===== src/sv/blem_pkg.sv =====
// ----------------------------------------------------------------------------
// blem_pkg: shared types and constants for the bounded extract-min unit
// Data width, default capacity, status codes and the command struct that is
// broadcast to every cell of the sorted chain.
// ----------------------------------------------------------------------------
package blem_pkg;

   localparam int DataW       = 32;
   localparam int DefCapacity = 16;
   localparam int CountOutW   = 5;

   // Request opcodes
   typedef enum logic {
      OP_APPEND = 1'b0,
      OP_REMOVE = 1'b1
   } op_type;

   // Response status codes
   typedef enum logic [1:0] {
      STATUS_OK    = 2'd0,
      STATUS_FULL  = 2'd1,
      STATUS_EMPTY = 2'd2
   } status_type;

   // Command broadcast to all cells of the chain
   typedef struct packed {
      logic                    insert;
      logic                    extract;
      logic signed [DataW-1:0] value;
   } cell_cmd_type;

endpackage


===== src/sv/bounded_list_extract_min_unit.sv =====
// Latency: a request's response is valid in the cycle after it is accepted.
// Throughput: one request per cycle while the response side does not stall;
// each request is a single parallel compare of the broadcast value in every cell.
// Reset: clears the entry count and the response valid; cell contents are not
// cleared since slots beyond the count are never read.
// ----------------------------------------------------------------------------
// bounded_list_extract_min_unit: bounded priority queue, append / remove-min
// Values are kept sorted ascending in a chain of cells, so the minimum is
// always in the first cell and removal shifts the chain one slot left.
// ----------------------------------------------------------------------------
module bounded_list_extract_min_unit
   import blem_pkg::*;
#(
   parameter int CAPACITY = DefCapacity
)
(
   input  logic                    clock,
   input  logic                    reset,
   input  logic                    req_valid,
   output logic                    req_stall,
   input  logic                    req_op,
   input  logic signed [DataW-1:0] req_value,
   output logic                    rsp_valid,
   input  logic                    rsp_stall,
   output logic [1:0]              rsp_status,
   output logic signed [DataW-1:0] rsp_removed_value,
   output logic [CountOutW-1:0]    rsp_entry_count
);

   localparam int CntW = $clog2(CAPACITY + 1);

   logic                    req_accept;
   logic                    is_full;
   logic                    is_empty;
   cell_cmd_type            cmd;

   logic [CntW-1:0]         count_ff;
   logic [CntW-1:0]         count_in;

   logic                    rsp_valid_ff;
   logic                    rsp_valid_in;
   status_type              status_ff;
   status_type              status_in;
   logic signed [DataW-1:0] removed_ff;
   logic signed [DataW-1:0] removed_in;
   logic [CountOutW-1:0]    entry_count_ff;

   logic signed [DataW-1:0] cell_value [CAPACITY];
   logic                    cell_lt    [CAPACITY];
   logic                    occupied   [CAPACITY];

   // handshake: take a request unless a response is held back
   assign req_stall  = rsp_valid_ff && rsp_stall;
   assign req_accept = req_valid && !req_stall;

   assign is_full  = (count_ff == CntW'(CAPACITY));
   assign is_empty = (count_ff == '0);

   // command broadcast to the chain
   always_comb begin
      cmd.value   = req_value;
      cmd.insert  = req_accept && (req_op == OP_APPEND) && !is_full;
      cmd.extract = req_accept && (req_op == OP_REMOVE) && !is_empty;
   end

   // chain of cells
   for (genvar i = 0; i < CAPACITY; i++) begin : g_cell
      logic                    left_lt;
      logic signed [DataW-1:0] left_value;
      logic signed [DataW-1:0] right_value;

      assign occupied[i] = (CntW'(i) < count_ff);

      if (i == 0) begin : g_head
         assign left_lt    = 1'b0;
         assign left_value = cell_value[0];
      end else begin : g_body
         assign left_lt    = cell_lt[i-1];
         assign left_value = cell_value[i-1];
      end

      if (i == CAPACITY - 1) begin : g_tail
         assign right_value = cell_value[i];
      end else begin : g_mid
         assign right_value = cell_value[i+1];
      end

      blem_cell u_cell (
         .clock       (clock),
         .cmd         (cmd),
         .occupied    (occupied[i]),
         .left_lt     (left_lt),
         .left_value  (left_value),
         .right_value (right_value),
         .value       (cell_value[i]),
         .lt          (cell_lt[i])
      );
   end

   // count and response next values
   always_comb begin
      count_in   = count_ff;
      status_in  = status_ff;
      removed_in = removed_ff;
      if (cmd.insert) begin
         count_in = count_ff + CntW'(1);
      end else if (cmd.extract) begin
         count_in = count_ff - CntW'(1);
      end
      if (req_accept) begin
         removed_in = '0;
         status_in  = STATUS_OK;
         if (req_op == OP_APPEND) begin
            if (is_full) begin
               status_in = STATUS_FULL;
            end
         end else begin
            if (is_empty) begin
               status_in = STATUS_EMPTY;
            end else begin
               removed_in = cell_value[0];
            end
         end
      end
   end

   assign rsp_valid_in = req_accept || req_stall;

   // control state
   always_ff @(posedge clock) begin
      if (reset) begin
         count_ff     <= '0;
         rsp_valid_ff <= 1'b0;
      end else begin
         count_ff     <= count_in;
         rsp_valid_ff <= rsp_valid_in;
      end
   end

   // response payload
   always_ff @(posedge clock) begin
      status_ff  <= status_in;
      removed_ff <= removed_in;
      if (req_accept) begin
         entry_count_ff <= CountOutW'(count_in);
      end
   end

   assign rsp_valid         = rsp_valid_ff;
   assign rsp_status        = status_ff;
   assign rsp_removed_value = removed_ff;
   assign rsp_entry_count   = entry_count_ff;

   // checks
   a_count_bound: assert property (@(posedge clock) disable iff (reset)
      count_ff <= CntW'(CAPACITY))
      else $error("entry count above capacity");

   a_accept_gives_rsp: assert property (@(posedge clock) disable iff (reset)
      req_accept |=> rsp_valid_ff)
      else $error("accepted request without response");

   a_remove_count: assert property (@(posedge clock) disable iff (reset)
      cmd.extract |=> count_ff == $past(count_ff) - CntW'(1))
      else $error("remove did not decrement count");

   a_full_no_value: assert property (@(posedge clock) disable iff (reset)
      (req_accept && req_op == OP_APPEND && is_full) |=>
         (status_ff == STATUS_FULL && count_ff == CntW'(CAPACITY)))
      else $error("append on full store changed state");

   for (genvar k = 0; k < CAPACITY - 1; k++) begin : g_chk
      a_sorted: assert property (@(posedge clock) disable iff (reset)
         occupied[k+1] |-> cell_value[k] <= cell_value[k+1])
         else $error("cell chain out of order");
   end

endmodule


===== src/sv/blem_cell.sv =====
// ----------------------------------------------------------------------------
// blem_cell: one slot of the sorted chain
// Holds one value. On insert it takes its left neighbor's value, the new
// value, or keeps its own; on extract it takes its right neighbor's value.
// ----------------------------------------------------------------------------
module blem_cell
   import blem_pkg::*;
(
   input  logic                    clock,
   input  cell_cmd_type            cmd,
   input  logic                    occupied,
   input  logic                    left_lt,
   input  logic signed [DataW-1:0] left_value,
   input  logic signed [DataW-1:0] right_value,
   output logic signed [DataW-1:0] value,
   output logic                    lt
);

   logic signed [DataW-1:0] value_ff;
   logic signed [DataW-1:0] value_in;

   // new value belongs ahead of this slot (empty slot acts as +infinity)
   assign lt = !occupied || (cmd.value < value_ff);

   // next slot contents
   always_comb begin
      value_in = value_ff;
      if (cmd.extract) begin
         value_in = right_value;
      end else if (cmd.insert) begin
         if (left_lt) begin
            value_in = left_value;
         end else if (lt) begin
            value_in = cmd.value;
         end
      end
   end

   // payload only, no reset needed
   always_ff @(posedge clock) begin
      value_ff <= value_in;
   end

   assign value = value_ff;

endmodule


===== config.mk =====
export PLATFORM = sky130hd
export DESIGN_NAME = bounded_list_extract_min_unit
export DESIGN_NICKNAME = d
export VERILOG_FILES = /design/src/sv/blem_pkg.sv /design/src/sv/bounded_list_extract_min_unit.sv /design/src/sv/blem_cell.sv
export SDC_FILE = /design/constraint.sdc
export NUM_CORES = 2
export LEC_CHECK = 0
export BUFFER_PORTS_ARGS = -buffer_cell sky130_fd_sc_hd__buf_2
export CAP_MARGIN = 10
export CORE_ASPECT_RATIO = 1.25
export CORE_UTILIZATION = 25
export CTS_CLUSTER_SIZE = 14
export DETAILED_ROUTE_END_ITERATION = 10
export SYNTH_ARGS = -nofsm -noshare
export SYNTH_HDL_FRONTEND = slang
export SYNTH_SLANG_ARGS = --single-unit

===== constraint.sdc =====
create_clock -name clock -period 5.29 [get_ports clock]
set_input_delay 1.587 -clock clock [delete_from_list [all_inputs] [get_ports clock]]
set_output_delay 1.587 -clock clock [all_outputs]
set_load 0.1 [all_outputs]

# --- After elaboration in Yosys (flattened, before gate mapping) ---
# Index checks and enable logic that the tools add are counted.
op_classes:
  n_addsub: 2
  n_mul: 0
  div: 0
  order_cmp: 32
  n_eq_ne: 1
  shifts: 0
  muxes: 66
  n_bitwise: 2
  reduce_logical: 77
ops:
  columns: ["operator", "n"]
  rows:
  - ["$mux W32", 61]
  - ["$lt A32 B32 Y1", 16]
  - ["$reduce_bool A3 Y1", 14]
  - ["$lt A4 B5 Y1 const A", 8]
  - ["$reduce_and A2 Y1", 15]
  - ["$lt A3 B5 Y1 const A", 4]
  - ["$logic_not A1 Y1", 19]
  - ["$logic_or A1 B1 Y1", 17]
  - ["$lt A1 B5 Y1 const A", 2]
  - ["$lt A2 B5 Y1 const A", 2]
  - ["$mux W5", 2]
  - ["$logic_and A1 B1 Y1", 6]
  - ["$reduce_bool A2 Y1", 3]
  - ["$add A5 B1 Y5 const B", 1]
  - ["$eq A5 B5 Y1 const B", 1]
  - ["$logic_not A5 Y1", 1]
  - ["$sub A5 B1 Y5 const B", 1]
  - ["$mux W2", 2]
  - ["$reduce_and A3 Y1", 1]
  - ["$not A1 Y1", 2]
  - ["$reduce_or A2 Y1", 1]
  - ["$mux W1", 1]
word_totals:
  reg_bits: 557
  latch_bits: 0
  mem_bits_rw: 0
  rom_bits: 0
  inputBits: 37
  out_inout_bits: 41
  elab_cells: 201
  mem_count: 0

# --- Logic depth before layout (Yosys ltp) ---
depth:
  word_depth: 7
  depth_mapped: 13

# --- Modules after synthesis ---
# A second synthesis with hierarchy kept.
unflattened:
  hier_cells: 4200
  area_unflattened_um2: 40433.8
by_module_without_submodules:
  columns: ["mod", "n_inst", "cells_each", "area_per_inst_um2"]
  rows:
  - ["blem_cell", 16, 252, 2398.6]
  - ["bounded_list_extract_min_unit", 1, 168, 2057.0]

# --- Least setup slack after synthesis ---
# OpenSTA, ideal clock, no wires.
synth_timing:
  kind: "input-to-reg"
  start: "in req_value[31]"
  end: "reg g_cell[12].u_cell.value_ff[0] (enable)"
  setup_ns: 0.425
  arrival_ns: 4.800
  t_required_ns: 4.865
  path_slack_ns: 0.065
  cell_stages: 11
  cell_sequence: "ha_1 -> nand4_1 -> nor4_1 -> o211ai_1 -> a31oi_1 -> nor3_1 -> xor2_1 -> o21ai_1 -> clkbuf_1 -> nor3_1 -> o21ai_1"
synth_via:
  elab_chain_cells: 4
synth_rtl:
  columns: ["item", "line_no", "rtl"]
  rows:
  - ["start, declared", "bounded_list_extract_min_unit.sv:22", "input logic signed [DataW-1:0] req_value,"]
  - ["$lt A32 B32 Y1", "blem_cell.sv:23", "assign lt = !occupied || (cmd.value < value_ff);"]
  - ["$logic_or A1 B1 Y1", "blem_cell.sv:23", null]
  - ["$reduce_bool A3 Y1 (no source line) (*)", null, null]
  - ["$reduce_and A2 Y1 (no source line) (*)", null, null]
  - ["end signal, assigned", "blem_cell.sv:41", "value_ff <= value_in;"]
  - ["end, declared", "blem_cell.sv:19", "logic signed [DataW-1:0] value_ff;"]
# Mark *: on every way between the ends. The rest lies on a longest branch, timed or not.
# A chain may end at the register's enable or synchronous reset.

# --- Final worst setup path ---
layout_timing:
  start: "in req_value[21]"
  end: "reg g_cell[2].u_cell.value_ff[19] (enable)"
layout_via:
  elab_chain_cells: 4
layout_rtl:
  columns: ["item", "line_no"]
  rows:
  - ["$lt A32 B32 Y1", "blem_cell.sv:23"]
  - ["$logic_or A1 B1 Y1", "blem_cell.sv:23"]
  - ["$reduce_bool A3 Y1 (no source line) (*)", null]
  - ["$reduce_and A2 Y1 (no source line) (*)", null]
  - ["end signal, assigned", "blem_cell.sv:41"]
  - ["end, declared", "blem_cell.sv:19"]
# Marked as above.

==> results_tabular.tex <==
\begin{tabular}{lr}
\hline
Metric & Value \\
\hline
\multicolumn{2}{l}{\textbf{CTS}} \\
\quad H-tree depth & 3 \\
\quad Cts hold-fix bufs & 0 \\
\quad Clock root buffer & clkbuf\_16 \\
\quad Clock latency reported for the late side of the worst-skew pair & 0.67 ns \\
\quad Count of instances resized after the clock tree is built & 0 \\
\quad Bufs on Longest Clock Path & 3 \\
\quad Count of clock tree sinks & 557 \\
\quad Number of buffers added for setup after CTS & 0 \\
\quad Inserted Clock Buffers & 67 \\
\quad Clock slew at reported path FFs & 0.06 ns \\
\quad CTS tree & built \\
\multicolumn{2}{l}{\textbf{Finish}} \\
\quad Storage cell area & 16700 sq um \\
\quad Area added between synthesis and finish & 15.2\% \\
\quad Post-layout util & 29.0\% \\
\quad Share of cells above drive strength 1 & 8.68\% \\
\quad Layout net count & 4701 \\
\quad Filler Cell Count & 16.3k \\
\quad Area of combinational cells with multiple inputs & 20000 sq um \\
\multicolumn{2}{l}{\textbf{Pwr}} \\
\quad Pint & 10.0 mW \\
\quad Maximum vdd drop & 0.196 mV \\
\quad Leakage component of the power & 18.3 nW \\
\quad Portion of total power attributed to sequential cells & 41.5\% \\
\quad Part of the total power dissipated in the clock network & 30.2\% \\
\quad Power density over cell area & 335 nW/um\^{}2 \\
\quad Part of the power in combinational logic & 28.3\% \\
\quad Net switching power figure & 5.19 mW \\
\quad Sw Ratio & 34.2\% \\
\multicolumn{2}{l}{\textbf{Die}} \\
\quad Std-Cell Core Area & 156000 sq um \\
\quad Total die area & 159000 sq um \\
\quad Horizontal extent of the die & 357 um \\
\quad Number of I/O pins & 78 \\
\quad Number of rows created at floorplan & 162 \\
\quad Initial Util & 25.2\% \\
\quad Die Height & 446 um \\
\multicolumn{2}{l}{\textbf{Logic synthesis}} \\
\quad Count of flip-flops with a built-in enable after synthesis & 551 \\
\quad Library cell occupying the most area in the post-synthesis netlist & edfxtp\_1 \\
\quad Share of synthesized cell area in and, or, nand and nor gates & 11.0\% \\
\quad Number of storage elements in the synthesis netlist & 557 \\
\quad FFs w/ async S/R, synth & 0\% \\
\quad Parity-gate share of the synthesized area counting xor and xnor cells & 0.178\% \\
\quad Post-synth net total & 4602 \\
\quad Number of different library cells in the post-synthesis netlist & 70 \\
\quad Synthesized-area fraction occupied by adder cells & 15.8\% \\
\quad Mean Syn Cell Area & 9.69 sq um \\
\quad Cell count after synthesis & 4066 \\
\quad Largest family of logic cells by synthesized area & adder cells \\
\quad Total of warnings raised by yosys & 0 \\
\quad Post-synthesis mux area share & 9.22\% \\
\quad Sequential fraction of the synthesis area & 42.3\% \\
\quad Share of the synthesized area in compound gates (AO/OA/AOI/OAI) & 14.1\% \\
\quad Top cells by area in the synthesized netlist & edfxtp\_1, ha\_1, mux2i\_1 \\
\quad Cell area after synthesis & 39400 sq um \\
\quad Proportion of netlist area held by the largest area contributor & 42.0\% \\
\quad Top\_reg\_cell synth & edfxtp\_1 \\
\multicolumn{2}{l}{\textbf{Route}} \\
\quad Post-detailed-routing wire length & 119000 um \\
\quad Routed length per placed instance & 19.0 um \\
\quad Vias per inst & 4.93 \\
\quad Detailed Routing Iterations Pass 1 & 5 \\
\quad Final routed DRC violation total & 0 \\
\quad Count of antenna-violating nets left after detailed routing & 0 \\
\quad Number of DRC markers in iteration 0 & 1871 \\
\quad Total via count in the routed design & 30.9k \\
\multicolumn{2}{l}{\textbf{Timing}} \\
\quad Final critical path time including I/O delays and setup & 4.93 ns \\
\quad Rel. slew slack & 25.5\% \\
\quad Total count of max-transition violations in the final report & 0 \\
\quad Highest clock frequency the design can meet & 203 MHz \\
\quad Final number of setup-violating endpoints & 0 \\
\quad Final Cycle Share & 93.2\% \\
\quad Setup TNS Final & 0 ns \\
\quad Final hold violations & 0 \\
\quad Setup Skew & 0.0471 ns \\
\quad RSZ-0062 raised after global routing & no \\
\quad Post-route worst setup slack & 0.362 ns \\
\quad Worst-Margin Slew & 1.11 ns \\
\quad Hold Slack & 0.594 ns \\
\multicolumn{2}{l}{\textbf{Worst setup path}} \\
\quad Data required, critical path & 5.54 ns \\
\quad Startpoint class of the critical path & input port \\
\quad CP Max Fanout & 32 \\
\quad Type of the worst setup path & in -> reg \\
\quad Worst reg2reg setup slack & 0.83 ns \\
\quad Cell count of the worst reg-to-reg path & 11 \\
\quad Element type at the critical path end & flop \\
\quad Arrival @ worst endpoint & 5.18 ns \\
\quad Endpoint of the worst register-to-register path & g\_cell[2].u\_cell.value[19] \\
\quad Startpoint of the lowest-slack register-to-register path & g\_cell[1].u\_cell.value[23] \\
\multicolumn{2}{l}{\textbf{Worst hold path}} \\
\quad Path class of the lowest-slack min-delay path & reg -> reg \\
\quad Launch point of the worst hold path & g\_cell[0].u\_cell.value[0] \\
\quad Worst hold path depth & 1 \\
\quad Hold-critical path endpoint & rsp\_removed\_value[0] \\
\multicolumn{2}{l}{\textbf{Placed design}} \\
\quad Input/output buffers & 77 \\
\quad Estimated wirelength of the detail-placed design & 92400 um \\
\quad Minimum setup slack after placement & -0.385 ns \\
\quad Final weighted congestion of routability-driven global placement & 0.881 \\
\multicolumn{2}{l}{\textbf{Run status}} \\
\quad Outcome & complete, no violations \\
\multicolumn{2}{l}{\textbf{Global route}} \\
\quad Overall global routing resource usage & 14.8\% \\
\quad Number of antenna violations at the first check in global routing & 10 \\
\quad Pin count of the biggest net entering global routing & 71 \\
\quad Wire length of the first global-routing pass & 183000 um \\
\quad Via count of the first global-routing pass & 31.9k \\
\quad Final global-route overflow total & 0 \\
\multicolumn{2}{l}{\textbf{Job}} \\
\quad Number of maximum-capacitance constraint violations & 0 \\
\hline
\end{tabular}
-- worst max-delay path, cell delays in order --
cell and delay, ns:
buf_2 0.17, ha_1 0.33, a21oi_1 0.18, o21ai_1 0.16, a221oi_1 0.78, nor2_1 0.10
a2111oi_0 0.45, nand2_1 0.19, mux2i_4 0.23, nor2b_1 0.15, o21ai_4 0.84
-- worst max path at each step --
stage                       start  cells after the start                         end
floorplan           req_value[31]                     11  g_cell[12].u_cell.value[0]
global placement    req_value[21]                     11   g_cell[2].u_cell.value[7]
detailed placement  req_value[21]                     11   g_cell[2].u_cell.value[4]
CTS                 req_value[21]                     11  g_cell[2].u_cell.value[22]
global route        req_value[21]                     11  g_cell[2].u_cell.value[22]
finish              req_value[21]                     11  g_cell[2].u_cell.value[19]
-- through the flow --
| stage | total power, mW | cell area [sq um] | instances |
|---|---|---|---|
| finish | 15.2 | 45400 | 6268 |
| global route | 16.0 | 45400 | 6266 |
| CTS | 15.3 | 45400 | 6266 |
| detailed placement | 10.7 | 43300 | 6146 |
| global placement | 10.5 | 43300 | 6146 |
| floorplan | 9.16 | 39400 | 4066 |
-- placed cells by master (no fill, tap or decap), drive strengths merged, types with 6 or more instances in the layout --
cell     Yosys  final
a2111oi     15     15
a211oi      25     25
a21boi       8      8
a21o        46     46
a21oi      276    276
a221oi      11     11
a31oi       10     10
and2        35     35
and4         6      6
buf         78    246
clkbuf     138     89
clkinv       1     23
dfxtp        6      6
edfxtp     551    551
ha         499    499
inv        510    514
mux2i      357    357
nand2      459    459
nand2b      21     21
nand3      131    131
nand4       67     67
nor2       170    170
nor2b       17     17
nor3        28     28
nor4        15     15
o211ai      13     13
o21ai      405    405
o221ai      94     94
or3          9      9
-- cell usage after synthesis (all sizes together) (46+ instances only) --
library cell    n
ha            499
clkbuf        138
edfxtp        551
o21ai         405
a21oi         276
mux2i         357
o221ai         94
nand2         459
a21o           46
buf            78
nand4          67
inv           510
nor2          170
nand3         131
-- power groups by stage --
| stage | registers, mW | clock network, mW | logic [mW] |
|---|---|---|---|
| after floorplan | 6.39 | 0 | 2.77 |
| after global placement | 6.40 | 0 | 4.12 |
| after detailed placement | 6.40 | 0 | 4.28 |
| after CTS | 6.32 | 4.69 | 4.30 |
| after global routing | 6.37 | 4.82 | 4.80 |
| final | 6.31 | 4.59 | 4.30 |
-- registers in the layout (all words and copies together), names as in the netlist --
| signal | flops |
|---|---|
| rsp_removed_value | 32 |
| g_cell.u_cell.value | 512 |
| rsp_status | 2 |
| count_ff | 5 |
| rsp_entry_count | 5 |
| rsp_valid | 1 |
-- cell type report --
cell class,instances,share of cell area [%]
clock buffer,89,4.06
antenna,2,0.0110
clock inverter,31,0.579
timing repair buffer,246,4.69
multi-input combinational,2782,44.1
sequential,557,36.7
inverter,511,4.23
tap,2050,5.65
-- logic make-up (layout without fill, tap and decap cells) --
logic type               count (synthesis)  in the layout
buffers and inverters                  727            877
AO/OA/AOI/OAI                          944            944
other                                    0              2
XOR/XNOR                                 8              8
flip-flops                             557            557
adder cells (fa/ha/maj)                499            499
multiplexers                           361            361
AND/OR/NAND/NOR                        970            970
-- metal layers --
| metal | routed length [um] | GRT usage, % |
|---|---|---|
| met1 | 45600 | 15.9 |
| met2 | 62000 | 27.5 |
| met3 | 3430 | 1.30 |
| met4 | 8010 | 9.58 |
| met5 | 34 | 0 |
No activity file was read; power rests on OpenSTA's default activity.
